--- src/rtl/cid_pkg.sv ---
// ---------------------------------------------------------------------------
// Column index of dispersion: shared package
// Field widths, payload structs and the request/response types of the shared
// add/subtract unit.
// ---------------------------------------------------------------------------
`default_nettype none

package cid_pkg;

	localparam int VAL_W    = 24;
	localparam int ROW_W    = 17;
	localparam int SUM_W    = 40;
	localparam int SQ_W     = 64;
	localparam int DISP_W   = 40;
	localparam int MAX_ROWS = 65536;
	localparam int MIN_ROWS = 2;

	// n*Q fits in 81 bits; the denominator (n-1)*S in 57 bits.
	localparam int NUM_W = SQ_W + ROW_W;
	localparam int ALU_W = NUM_W + 1;
	localparam int DEN_W = SUM_W + ROW_W;
	localparam int REM_W = DEN_W + 1;

	localparam logic [ROW_W-1:0] ROW_MIN = ROW_W'(MIN_ROWS);
	localparam logic [ROW_W-1:0] ROW_MAX = ROW_W'(MAX_ROWS);

	typedef struct packed {
		logic [VAL_W-1:0] sample_value;
		logic             last_in_column;
	} in_item_t;

	typedef struct packed {
		logic [DISP_W-1:0] dispersion;
		logic              zero_mean;
		logic              saturated;
	} out_item_t;

	typedef struct packed {
		logic [ALU_W-1:0] a;
		logic [ALU_W-1:0] b;
		logic             sub;
	} alu_req_t;

	typedef struct packed {
		logic [ALU_W-1:0] sum;
		logic             carry;
	} alu_rsp_t;

endpackage

`default_nettype wire

--- src/rtl/cid_addsub.sv ---
// ---------------------------------------------------------------------------
// Column index of dispersion: shared add/subtract unit
// One wide adder used for the shift-add products, the numerator difference
// and the trial subtraction of the restoring divider.
// ---------------------------------------------------------------------------
`default_nettype none

module cid_addsub (
	input  var cid_pkg::alu_req_t req,
	output var cid_pkg::alu_rsp_t rsp
);

	logic [cid_pkg::ALU_W-1:0] b_eff;
	logic [cid_pkg::ALU_W:0]   total;

	// For a subtraction, carry out high means a >= b.
	assign b_eff = req.sub ? ~req.b : req.b;
	assign total = {1'b0, req.a} + {1'b0, b_eff} + (cid_pkg::ALU_W + 1)'(req.sub);

	assign rsp.sum   = total[cid_pkg::ALU_W-1:0];
	assign rsp.carry = total[cid_pkg::ALU_W];

endmodule

`default_nettype wire

--- src/rtl/column_index_of_dispersion.sv ---
// ---------------------------------------------------------------------------
// Column index of dispersion
// Variance-to-mean ratio of one matrix column, streamed entry by entry.
// ---------------------------------------------------------------------------
// Each transfer on the input carries one column entry (unsigned Q16.8); rows
// that are not sent count as zero, and an all-zero column is sent as a single
// zero entry. A non-last entry is captured, then accumulated with a 24x24
// squarer. For the last entry, all products and the final division run one bit
// per cycle through a single 82-bit add/subtract unit (n*Q, then S*S, the
// difference, (n-1)*S and the restoring division). A column with a zero sum
// skips the products and the division. The result waits in an output
// register, so the next column can start while it is still pending. row_count
// is written through cfg_write and cfg_data and must only change while the
// block is idle.
// ---------------------------------------------------------------------------
`default_nettype none

module column_index_of_dispersion (
	input  var logic                       clk,
	input  var logic                       arst_n,
	input  var logic                       cfg_write,
	input  var logic [cid_pkg::ROW_W-1:0]  cfg_data,
	input  var logic                       in_valid,
	output var logic                       in_ready,
	input  var cid_pkg::in_item_t          in_data,
	output var logic                       out_valid,
	input  var logic                       out_ready,
	output var cid_pkg::out_item_t         out_data
);

	typedef enum logic [7:0] {
		ST_IDLE    = 8'b0000_0001,
		ST_ACC     = 8'b0000_0010,
		ST_MUL_NQ  = 8'b0000_0100,
		ST_MUL_SS  = 8'b0000_1000,
		ST_SUB     = 8'b0001_0000,
		ST_MUL_DEN = 8'b0010_0000,
		ST_DIV     = 8'b0100_0000,
		ST_FIN     = 8'b1000_0000
	} state_t;

	localparam logic [6:0] CNT_ROW = 7'(cid_pkg::ROW_W - 1);
	localparam logic [6:0] CNT_SUM = 7'(cid_pkg::SUM_W - 1);
	localparam logic [6:0] CNT_DIV = 7'(cid_pkg::NUM_W - 1);

	state_t                          state_q;
	logic [cid_pkg::ROW_W-1:0]       row_count_q;
	logic [cid_pkg::SUM_W-1:0]       sum_q;
	logic [cid_pkg::SQ_W-1:0]        sq_sum_q;
	logic                            out_valid_q;
	logic [6:0]                      cnt_q;

	logic [cid_pkg::VAL_W-1:0]       val_q;
	logic                            last_q;
	logic                            zm_q;
	logic [cid_pkg::ROW_W-1:0]       n_q;
	logic [cid_pkg::ALU_W-1:0]       mc_q;
	logic [cid_pkg::SUM_W-1:0]       mp_q;
	logic [cid_pkg::ALU_W-1:0]       acc_q;
	logic [cid_pkg::NUM_W-1:0]       num_q;
	logic [cid_pkg::DEN_W-1:0]       den_q;
	logic [cid_pkg::REM_W-1:0]       rem_q;
	logic [cid_pkg::NUM_W-1:0]       quo_q;
	cid_pkg::out_item_t              out_q;

	logic [2*cid_pkg::VAL_W-1:0]     square;
	logic [cid_pkg::SUM_W:0]         sum_ext;
	logic [cid_pkg::SQ_W:0]          sq_ext;
	logic [cid_pkg::SUM_W-1:0]       sum_next;
	logic [cid_pkg::SQ_W-1:0]        sq_next;
	logic [cid_pkg::ROW_W-1:0]       n_clamp;
	logic [cid_pkg::REM_W-1:0]       rem_shift;
	logic                            quo_over;
	logic                            out_load;
	cid_pkg::alu_req_t               alu_req;
	cid_pkg::alu_rsp_t               alu_rsp;

	cid_addsub u_addsub (
		.req (alu_req),
		.rsp (alu_rsp)
	);

	// Both accumulators saturate at all ones.
	assign square   = val_q * val_q;
	assign sum_ext  = {1'b0, sum_q} + (cid_pkg::SUM_W + 1)'(val_q);
	assign sq_ext   = {1'b0, sq_sum_q} + (cid_pkg::SQ_W + 1)'(square);
	assign sum_next = sum_ext[cid_pkg::SUM_W] ? '1 : sum_ext[cid_pkg::SUM_W-1:0];
	assign sq_next  = sq_ext[cid_pkg::SQ_W] ? '1 : sq_ext[cid_pkg::SQ_W-1:0];

	assign n_clamp = (row_count_q < cid_pkg::ROW_MIN) ? cid_pkg::ROW_MIN :
	                 (row_count_q > cid_pkg::ROW_MAX) ? cid_pkg::ROW_MAX : row_count_q;

	assign rem_shift = {rem_q[cid_pkg::REM_W-2:0], num_q[cid_pkg::NUM_W-1]};
	assign quo_over  = |quo_q[cid_pkg::NUM_W-1:cid_pkg::DISP_W];
	assign out_load  = (state_q == ST_FIN) && (!out_valid_q || out_ready);

	always_comb begin
		alu_req.a   = acc_q;
		alu_req.b   = mp_q[0] ? mc_q : '0;
		alu_req.sub = 1'b0;
		unique case (state_q)
			ST_SUB: begin
				alu_req.a   = cid_pkg::ALU_W'(num_q);
				alu_req.b   = acc_q;
				alu_req.sub = 1'b1;
			end
			ST_DIV: begin
				alu_req.a   = cid_pkg::ALU_W'(rem_shift);
				alu_req.b   = cid_pkg::ALU_W'(den_q);
				alu_req.sub = 1'b1;
			end
			default: begin
			end
		endcase
	end

	always_ff @(posedge clk or negedge arst_n) begin
		if (!arst_n) begin
			state_q     <= ST_IDLE;
			row_count_q <= cid_pkg::ROW_MIN;
			sum_q       <= '0;
			sq_sum_q    <= '0;
			out_valid_q <= 1'b0;
			cnt_q       <= '0;
		end else begin
			if (cfg_write) begin
				row_count_q <= cfg_data;
			end
			if (out_load) begin
				out_valid_q <= 1'b1;
			end else if (out_ready) begin
				out_valid_q <= 1'b0;
			end
			unique case (state_q)
				ST_IDLE: begin
					if (in_valid) begin
						state_q <= ST_ACC;
					end
				end
				ST_ACC: begin
					sum_q    <= sum_next;
					sq_sum_q <= sq_next;
					if (!last_q) begin
						state_q <= ST_IDLE;
					end else if (sum_next == '0) begin
						state_q <= ST_FIN;
					end else begin
						state_q <= ST_MUL_NQ;
						cnt_q   <= CNT_ROW;
					end
				end
				ST_MUL_NQ: begin
					if (cnt_q == '0) begin
						state_q <= ST_MUL_SS;
						cnt_q   <= CNT_SUM;
					end else begin
						cnt_q <= cnt_q - 7'd1;
					end
				end
				ST_MUL_SS: begin
					if (cnt_q == '0) begin
						state_q <= ST_SUB;
					end else begin
						cnt_q <= cnt_q - 7'd1;
					end
				end
				ST_SUB: begin
					state_q <= ST_MUL_DEN;
					cnt_q   <= CNT_ROW;
				end
				ST_MUL_DEN: begin
					if (cnt_q == '0) begin
						state_q <= ST_DIV;
						cnt_q   <= CNT_DIV;
					end else begin
						cnt_q <= cnt_q - 7'd1;
					end
				end
				ST_DIV: begin
					if (cnt_q == '0) begin
						state_q <= ST_FIN;
					end else begin
						cnt_q <= cnt_q - 7'd1;
					end
				end
				ST_FIN: begin
					if (out_load) begin
						sum_q    <= '0;
						sq_sum_q <= '0;
						state_q  <= ST_IDLE;
					end
				end
				default: begin
					state_q <= ST_IDLE;
				end
			endcase
		end
	end

	always_ff @(posedge clk) begin
		unique case (state_q)
			ST_IDLE: begin
				if (in_valid) begin
					val_q  <= in_data.sample_value;
					last_q <= in_data.last_in_column;
				end
			end
			ST_ACC: begin
				zm_q  <= (sum_next == '0);
				n_q   <= n_clamp;
				mc_q  <= cid_pkg::ALU_W'(sq_next);
				mp_q  <= cid_pkg::SUM_W'(n_clamp);
				acc_q <= '0;
			end
			ST_MUL_NQ: begin
				if (cnt_q == '0) begin
					num_q <= alu_rsp.sum[cid_pkg::NUM_W-1:0];
					mc_q  <= cid_pkg::ALU_W'(sum_q);
					mp_q  <= sum_q;
					acc_q <= '0;
				end else begin
					acc_q <= alu_rsp.sum;
					mc_q  <= mc_q << 1;
					mp_q  <= mp_q >> 1;
				end
			end
			ST_MUL_SS: begin
				acc_q <= alu_rsp.sum;
				mc_q  <= mc_q << 1;
				mp_q  <= mp_q >> 1;
			end
			ST_SUB: begin
				// A negative numerator only follows from overfull or saturated
				// columns and is taken as zero.
				num_q <= alu_rsp.carry ? alu_rsp.sum[cid_pkg::NUM_W-1:0] : '0;
				mc_q  <= cid_pkg::ALU_W'(sum_q);
				mp_q  <= cid_pkg::SUM_W'(n_q - cid_pkg::ROW_W'(1));
				acc_q <= '0;
			end
			ST_MUL_DEN: begin
				acc_q <= alu_rsp.sum;
				mc_q  <= mc_q << 1;
				mp_q  <= mp_q >> 1;
				if (cnt_q == '0) begin
					den_q <= alu_rsp.sum[cid_pkg::DEN_W-1:0];
					rem_q <= '0;
					quo_q <= '0;
				end
			end
			ST_DIV: begin
				num_q <= num_q << 1;
				if (alu_rsp.carry) begin
					rem_q <= alu_rsp.sum[cid_pkg::REM_W-1:0];
					quo_q <= {quo_q[cid_pkg::NUM_W-2:0], 1'b1};
				end else begin
					rem_q <= rem_shift;
					quo_q <= {quo_q[cid_pkg::NUM_W-2:0], 1'b0};
				end
			end
			ST_FIN: begin
				if (out_load) begin
					out_q.zero_mean  <= zm_q;
					out_q.saturated  <= !zm_q && quo_over;
					out_q.dispersion <= zm_q     ? '0 :
					                    quo_over ? '1 : quo_q[cid_pkg::DISP_W-1:0];
				end
			end
			default: begin
			end
		endcase
	end

	assign in_ready  = (state_q == ST_IDLE);
	assign out_valid = out_valid_q;
	assign out_data  = out_q;

	// A zero-mean result carries neither a quotient nor a clamp.
	a_zero_mean_clean: assert property (@(posedge clk) disable iff (!arst_n)
		out_valid && out_data.zero_mean |-> out_data.dispersion == '0 && !out_data.saturated)
		else $error("zero-mean result with nonzero dispersion or saturation");

	a_sat_all_ones: assert property (@(posedge clk) disable iff (!arst_n)
		out_valid && out_data.saturated |-> out_data.dispersion == '1)
		else $error("saturated result not clamped to all ones");

	// The restoring divider keeps its partial remainder below the divisor.
	a_rem_below_den: assert property (@(posedge clk) disable iff (!arst_n)
		state_q == ST_DIV |-> rem_q < cid_pkg::REM_W'(den_q))
		else $error("divider remainder not below divisor");

	a_busy_after_transfer: assert property (@(posedge clk) disable iff (!arst_n)
		in_valid && in_ready |=> !in_ready)
		else $error("input accepted while previous entry still in work");

	a_acc_hold_in_work: assert property (@(posedge clk) disable iff (!arst_n)
		state_q == ST_MUL_SS || state_q == ST_DIV |=> $stable(sum_q) && $stable(sq_sum_q))
		else $error("accumulators changed during the column computation");

endmodule

`default_nettype wire

--- config.mk ---
export PLATFORM = sky130hd
export DESIGN_NAME = column_index_of_dispersion
export DESIGN_NICKNAME = d
export VERILOG_FILES = /design/src/rtl/cid_pkg.sv /design/src/rtl/cid_addsub.sv /design/src/rtl/column_index_of_dispersion.sv
export SDC_FILE = /design/constraint.sdc
export NUM_CORES = 2
export LEC_CHECK = 0
export ABC_AREA = 1
export ABC_CLOCK_PERIOD_IN_PS = 15100
export BUFFER_PORTS_ARGS = -buffer_cell sky130_fd_sc_hd__buf_2
export CAP_MARGIN = 20
export CORE_UTILIZATION = 34
export CTS_CLUSTER_SIZE = 28
export DETAILED_ROUTE_END_ITERATION = 10
export GPL_TIMING_DRIVEN = 0
export PLACE_DENSITY = 0.46
export SYNTH_ARGS = -nofsm -noshare
export SYNTH_HDL_FRONTEND = slang
export SYNTH_SLANG_ARGS = --single-unit
--- constraint.sdc ---
create_clock -name clk -period 15.1 [get_ports clk]
set_input_delay 0 -clock clk [delete_from_list [all_inputs] [get_ports clk]]
set_output_delay 0 -clock clk [all_outputs]
set_load 0.01 [all_outputs]
# Yosys cells after proc, flatten, opt, wreduce, memory -nomap -nowiden
# Cells that the tools add are included.
[classes]
eq_ne = 17
n_mux = 44
magnitude_cmp = 2
bitwise_logic = 1
multipliers = 1
n_reduce_logical = 26
addsub = 6
[op_table]
columns = ["op", "count"]
rows = [
  ["$pmux W165 S2", 1],
  ["$mux W82", 4],
  ["$pmux W82 S4", 1],
  ["$pmux W82 S3", 1],
  ["$mux W81", 3],
  ["$pmux W81 S3", 1],
  ["$pmux W81 S2", 1],
  ["$mux W40", 4],
  ["$pmux W40 S4", 1],
  ["$mux W64", 2],
  ["$pmux W64 S2", 1],
  ["$mux W57", 2],
  ["$pmux W57 S2", 1],
  ["$add A82 B82 Y83", 1],
  ["$add A83 B1 Y83", 1],
  ["$not A82 Y82", 1],
  ["$pmux W40 S2", 1],
  ["$add A64 B48 Y65", 1],
  ["$mux W8", 8],
  ["$pmux W8 S8", 1],
  ["$mul A24 B24 Y48", 1],
  ["$add A40 B24 Y41", 1],
  ["$reduce_or A41 Y1", 1],
  ["$logic_not A40 Y1", 1],
  ["other kinds (29)", 56],
]
[word_totals]
out_inout_bits = 44
wordCells = 117
regBits = 702
in_bits = 47

# Longest topological paths before layout
[logic_depth]
ltp_word = 8
mapped_depth = 35
depth_no_buf = 34

# Hierarchy
# A second synthesis with hierarchy kept.
[unflattened]
cells_unflattened = 7559
hier_area_um2 = 60872.1
[modules_own_cells]
columns = ["mod", "cells_each", "instances", "area_per_inst_um2", "seq_area_each_um2"]
rows = [
  ["column_index_of_dispersion", 5826, 1, 52295.2, 20397.1],
  ["cid_addsub", 1733, 1, 8577.0, 0.0],
]

# Least setup slack after synthesis
# No wires, ideal clock.
[synth_path]
path_type = "register to register"
startpoint = "reg cnt_q[0]"
endpoint = "reg quo_q[0] in the netlist's numbering, enable pin"
arrival_time_ns = 11.087
t_required_ns = 14.274
stages_incl_launch_ff = 9
n_path_buf = 0
period_less_slack_ns = 11.912
slack_ns = 3.188
cell_sequence = "dfrtp_1 > inv_1 > ha_1 > nand2_1 > nor2_1 > or3b_1 > nor2_4 > inv_2 > o21ai_0"
[synth_between]
elab_chain_cells = 3
[synth_rtl]
columns = ["element", "line_no", "rtl"]
rows = [
  ["start, declared", "column_index_of_dispersion.sv:51", "logic [6:0] cnt_q;"],
  ["start signal, assigned", "column_index_of_dispersion.sv:157", "cnt_q <= cnt_q - 7'd1;"],
  ["start signal, assigned", "column_index_of_dispersion.sv:164", "cnt_q <= cnt_q - 7'd1;"],
  ["start signal, assigned", "column_index_of_dispersion.sv:176", "cnt_q <= cnt_q - 7'd1;"],
  ["$logic_not A7 Y1", "column_index_of_dispersion.sv:244", "if (cnt_q == '0) begin"],
  ["$ne A2 B2 Y1 (no source line)", "-", ""],
  ["$reduce_and A2 Y1 (no source line)", "-", ""],
  ["end signal, assigned", "column_index_of_dispersion.sv:254", "quo_q <= {quo_q[cid_pkg::NUM_W-2:0], 1'b1};"],
  ["end signal, assigned", "column_index_of_dispersion.sv:257", "quo_q <= {quo_q[cid_pkg::NUM_W-2:0], 1'b0};"],
  ["end, declared", "column_index_of_dispersion.sv:63", "logic [cid_pkg::NUM_W-1:0] quo_q;"],
]
# No other way between the ends.
# A chain may end at the register's enable or synchronous reset.

# Final worst setup path
[layout_path]
startpoint = "reg val_q[10] in the netlist's numbering"
endpoint = "reg mc_q[16] in the netlist's numbering, data pin"
[layout_between]
elab_chain_cells = 4
[layout_rtl]
columns = ["element", "line_no", "rtl"]
rows = [
  ["start, declared", "column_index_of_dispersion.sv:53", "logic [cid_pkg::VAL_W-1:0] val_q;"],
  ["start signal, assigned", "column_index_of_dispersion.sv:204", "val_q <= in_data.sample_value;"],
  ["$mul A24 B24 Y48", "column_index_of_dispersion.sv:84", "assign square = val_q * val_q;"],
  ["$add A64 B48 Y65", "column_index_of_dispersion.sv:86", "assign sq_ext = {1'b0, sq_sum_q} + (cid_pkg::SQ_W + 1)'(square);"],
  ["$mux W64", "column_index_of_dispersion.sv:88", "assign sq_next = sq_ext[cid_pkg::SQ_W] ? '1 : sq_ext[cid_pkg::SQ_W-1:0];"],
  ["$pmux W82 S4", "column_index_of_dispersion.sv:201", "unique case (state_q)"],
  ["end signal, assigned", "column_index_of_dispersion.sv:211", "mc_q <= cid_pkg::ALU_W'(sq_next);"],
  ["end signal, assigned", "column_index_of_dispersion.sv:218", "mc_q <= cid_pkg::ALU_W'(sum_q);"],
  ["end signal, assigned", "column_index_of_dispersion.sv:223", "mc_q <= mc_q << 1;"],
  ["end, declared", "column_index_of_dispersion.sv:57", "logic [cid_pkg::ALU_W-1:0] mc_q;"],
]
# No other way between the ends.

==> impl_metrics.json <==
{
  "status": "complete, no violations",
  "cp.required_ns": 15.53,
  "fin_cells": 9579,
  "gp_congestion": 0.998,
  "grt_antenna_before_repair": 13,
  "end_kind": "register",
  "fillCellCount": 17500,
  "hold_end": "row_count_q[1]",
  "drt_iter0_drc": 5631,
  "path_clk_slew_ns": 0.06,
  "synth-edff-count": 565,
  "die_w_microns": 416,
  "clock_sinks": 702,
  "hpwl_microns": 193000,
  "r2r_cells": 25,
  "synth_area_sq_um": 58400,
  "hold_start": "cfg_write",
  "wl_microns": 241000,
  "synth_fp_nets": 7753,
  "first_global_vias": 49800,
  "final_nets": 8087,
  "post-synth-top-count-cell": "inv_1",
  "cp_max_fo": 10,
  "r2r_setup_slack_ns": 5.46,
  "via_count": 50500,
  "synth_cell_types": 67,
  "grt_pass1_wl_microns": 348000,
  "die_y_microns": 416,
  "core_sq_um": 170000,
  "setup_violations": 0,
  "grt_usage": 0.277,
  "hold_class": "in -> reg",
  "final_core_util": 0.392,
  "max_freq_mhz": 104,
  "synth_ff_type": "edfxtp_1",
  "drc_errors": 0,
  "cts-root-buf": "clkbuf_16",
  "rsz0062_at_grt": "no",
  "maxSlewViolCount": 0,
  "numCtsBuffers": 88,
  "finalCriticalPeriod_ns": 9.64,
  "relSlewSlack": 0.150,
  "num_rows": 151,
  "grt_max_degree": 80,
  "reg2reg_from": "val_q[10]",
  "critPathLaunch": "val_q[10]",
  "r2r-end": "mc_q[16]",
  "synth_top_area_share": 0.291,
  "drive_above_1_share": 0.0579,
  "ys_ff_latch": 702,
  "syn-mean-instance-area_sq_um": 8.40,
  "ys_seq_area_frac": 0.349,
  "maxCapViolations": 0,
  "finalHoldViolations": 0,
  "grt-ovfl-total": 0,
  "drtPass1Iterations": 8,
  "yosys.area.top_type": "edfxtp_1",
  "skew_ns": 0.0347,
  "synth.area.top_cells": "edfxtp_1, fa_1, inv_1",
  "ctsHtreeMaxLevel": 3,
  "viasPerCell": 5.27,
  "multi_input_area_sq_um": 31200,
  "start_util": 0.343,
  "ant_nets": 0,
  "worstPathArrival_ns": 10.08,
  "fin_crit_sh": 0.639,
  "clockBufferDepth": 3,
  "syn_to_final_growth_pct": 14.1,
  "synth_common_cells": "inv_1, nand2_1, nor2_1, edfxtp_1, fa_1",
  "avgRoutedWirePerCell_microns": 25.1,
  "register_area_sq_um": 20400,
  "finalSetupTns_ns": 0,
  "async_flop_share": 0.195,
  "whs_ns": 0.0859,
  "whs_path_depth": 3,
  "die_area_sq_um": 173000,
  "worst-setup-path-type": "reg -> reg",
  "placed_cells": 9288,
  "worst_slew_pin_slew_ns": 1.27,
  "cts_tree": "yes",
  "port_buffers": 90,
  "syn-instance-count": 6948,
  "io_pins": 91,
  "ys.warnings.count": 0,
  "worstSkewPairLatency_ns": 0.74,
  "crit_path_start_kind": "register"
}
[area by class of cell]
class | instances | share of cell area
antenna | 3 | 0.000113
inverter | 1565 | 0.0882
tap | 2218 | 0.0416
buffer | 238 | 0.0145
multi-input combinational | 4443 | 0.468
sequential | 702 | 0.306
clock inverter | 52 | 0.0109
clock buffer | 114 | 0.0353
timing repair buffer | 244 | 0.0349
[state kept, by name, indices dropped and copies added, names as in the netlist]
| signal | cells |
|---|---|
| acc_q | 82 |
| cnt_q | 7 |
| den_q | 57 |
| last_q | 1 |
| mc_q | 82 |
| mp_q | 40 |
| n_q | 17 |
| num_q | 81 |
| out_data | 42 |
| out_valid | 1 |
| quo_q | 81 |
| rem_q | 57 |
| row_count_q | 17 |
| sq_sum_q | 64 |
| state_q | 8 |
| sum_q | 40 |
| val_q | 24 |
| zm_q | 1 |
[placed cells by master (no fill, tap or decap), types with 135 or more instances in the layout]
cell / n
o21ai_0: 376
fa_1: 469
clkbuf_1: 201
nand3_1: 178
nor2_1: 637
inv_1: 1543
dfrtp_1: 135
edfxtp_1: 565
nand2_1: 1244
ha_1: 289
a21oi_1: 430
[worst max-delay path: stages, from the launching register on]
cell      delay, ns
edfxtp_1       0.94
clkbuf_1       0.90
nand2_1        0.27
fa_1           0.60
inv_1          0.06
fa_1           0.56
fa_1           0.46
fa_1           0.59
fa_1           0.44
fa_1           0.49
inv_1          0.05
fa_1           0.47
inv_1          0.04
ha_1           0.34
nand2_1        0.28
inv_1          0.07
a21oi_1        0.61
nand2_1        0.14
a21oi_1        0.13
o21ai_1        0.34
nand2_1        0.15
nand2_1        0.08
buf_4          0.22
buf_2          0.26
nor2_1         0.58
a22oi_1        0.23
[through the flow]
stage          setup WS [ns]  cell area, sq um
2_1_floorplan           3.19             58400
3_3_place_gp           -4.04             61600
3_5_place_dp            5.72             62300
4_1_cts                 5.73             66600
5_1_grt                 5.51             66600
6_report                5.46             66600
[how the worst max path moves through the flow]
stage                            to  slack, ns
after floorplan            quo_q[0]       3.19
after global placement    quo_q[15]      -4.04
after detailed placement   mc_q[16]       5.72
after CTS                  mc_q[16]       5.73
after global routing       mc_q[62]       5.51
final                      mc_q[16]       5.46
[timing repair]
item,4_1_cts,5_1_grt
setup buffers,0,0
gates resized for setup,0,0
endpoints found under the hold margin,181,0
hold buffers,120,0
[logic make-up (layout without fill, tap and decap cells)]
logic type               count (synthesis)  after routing  synth area share
other                                    0              3                 0
adder cells (fa/ha/maj)                758            758             0.223
buffers and inverters                 1803           2213             0.117
AO/OA/AOI/OAI                         1280           1280             0.129
flip-flops                             702            702             0.349
XOR/XNOR                               124            124            0.0198
AND/OR/NAND/NOR                       2281           2281             0.162
[per-layer routing]
layer / GRT usage / part of all wire / up-vias
li1: - / - / 23000
met1: 0.396 / 0.45 / 25000
met2: 0.416 / 0.43 / 2173
met3: 0.0601 / 0.093 / 335
met4: 0.0836 / 0.032 / 10
met5: 0 / 0.00040 / -
Power is not shown: default switching activity piles up to over one toggle a cycle in this logic, so the estimate is an artifact.
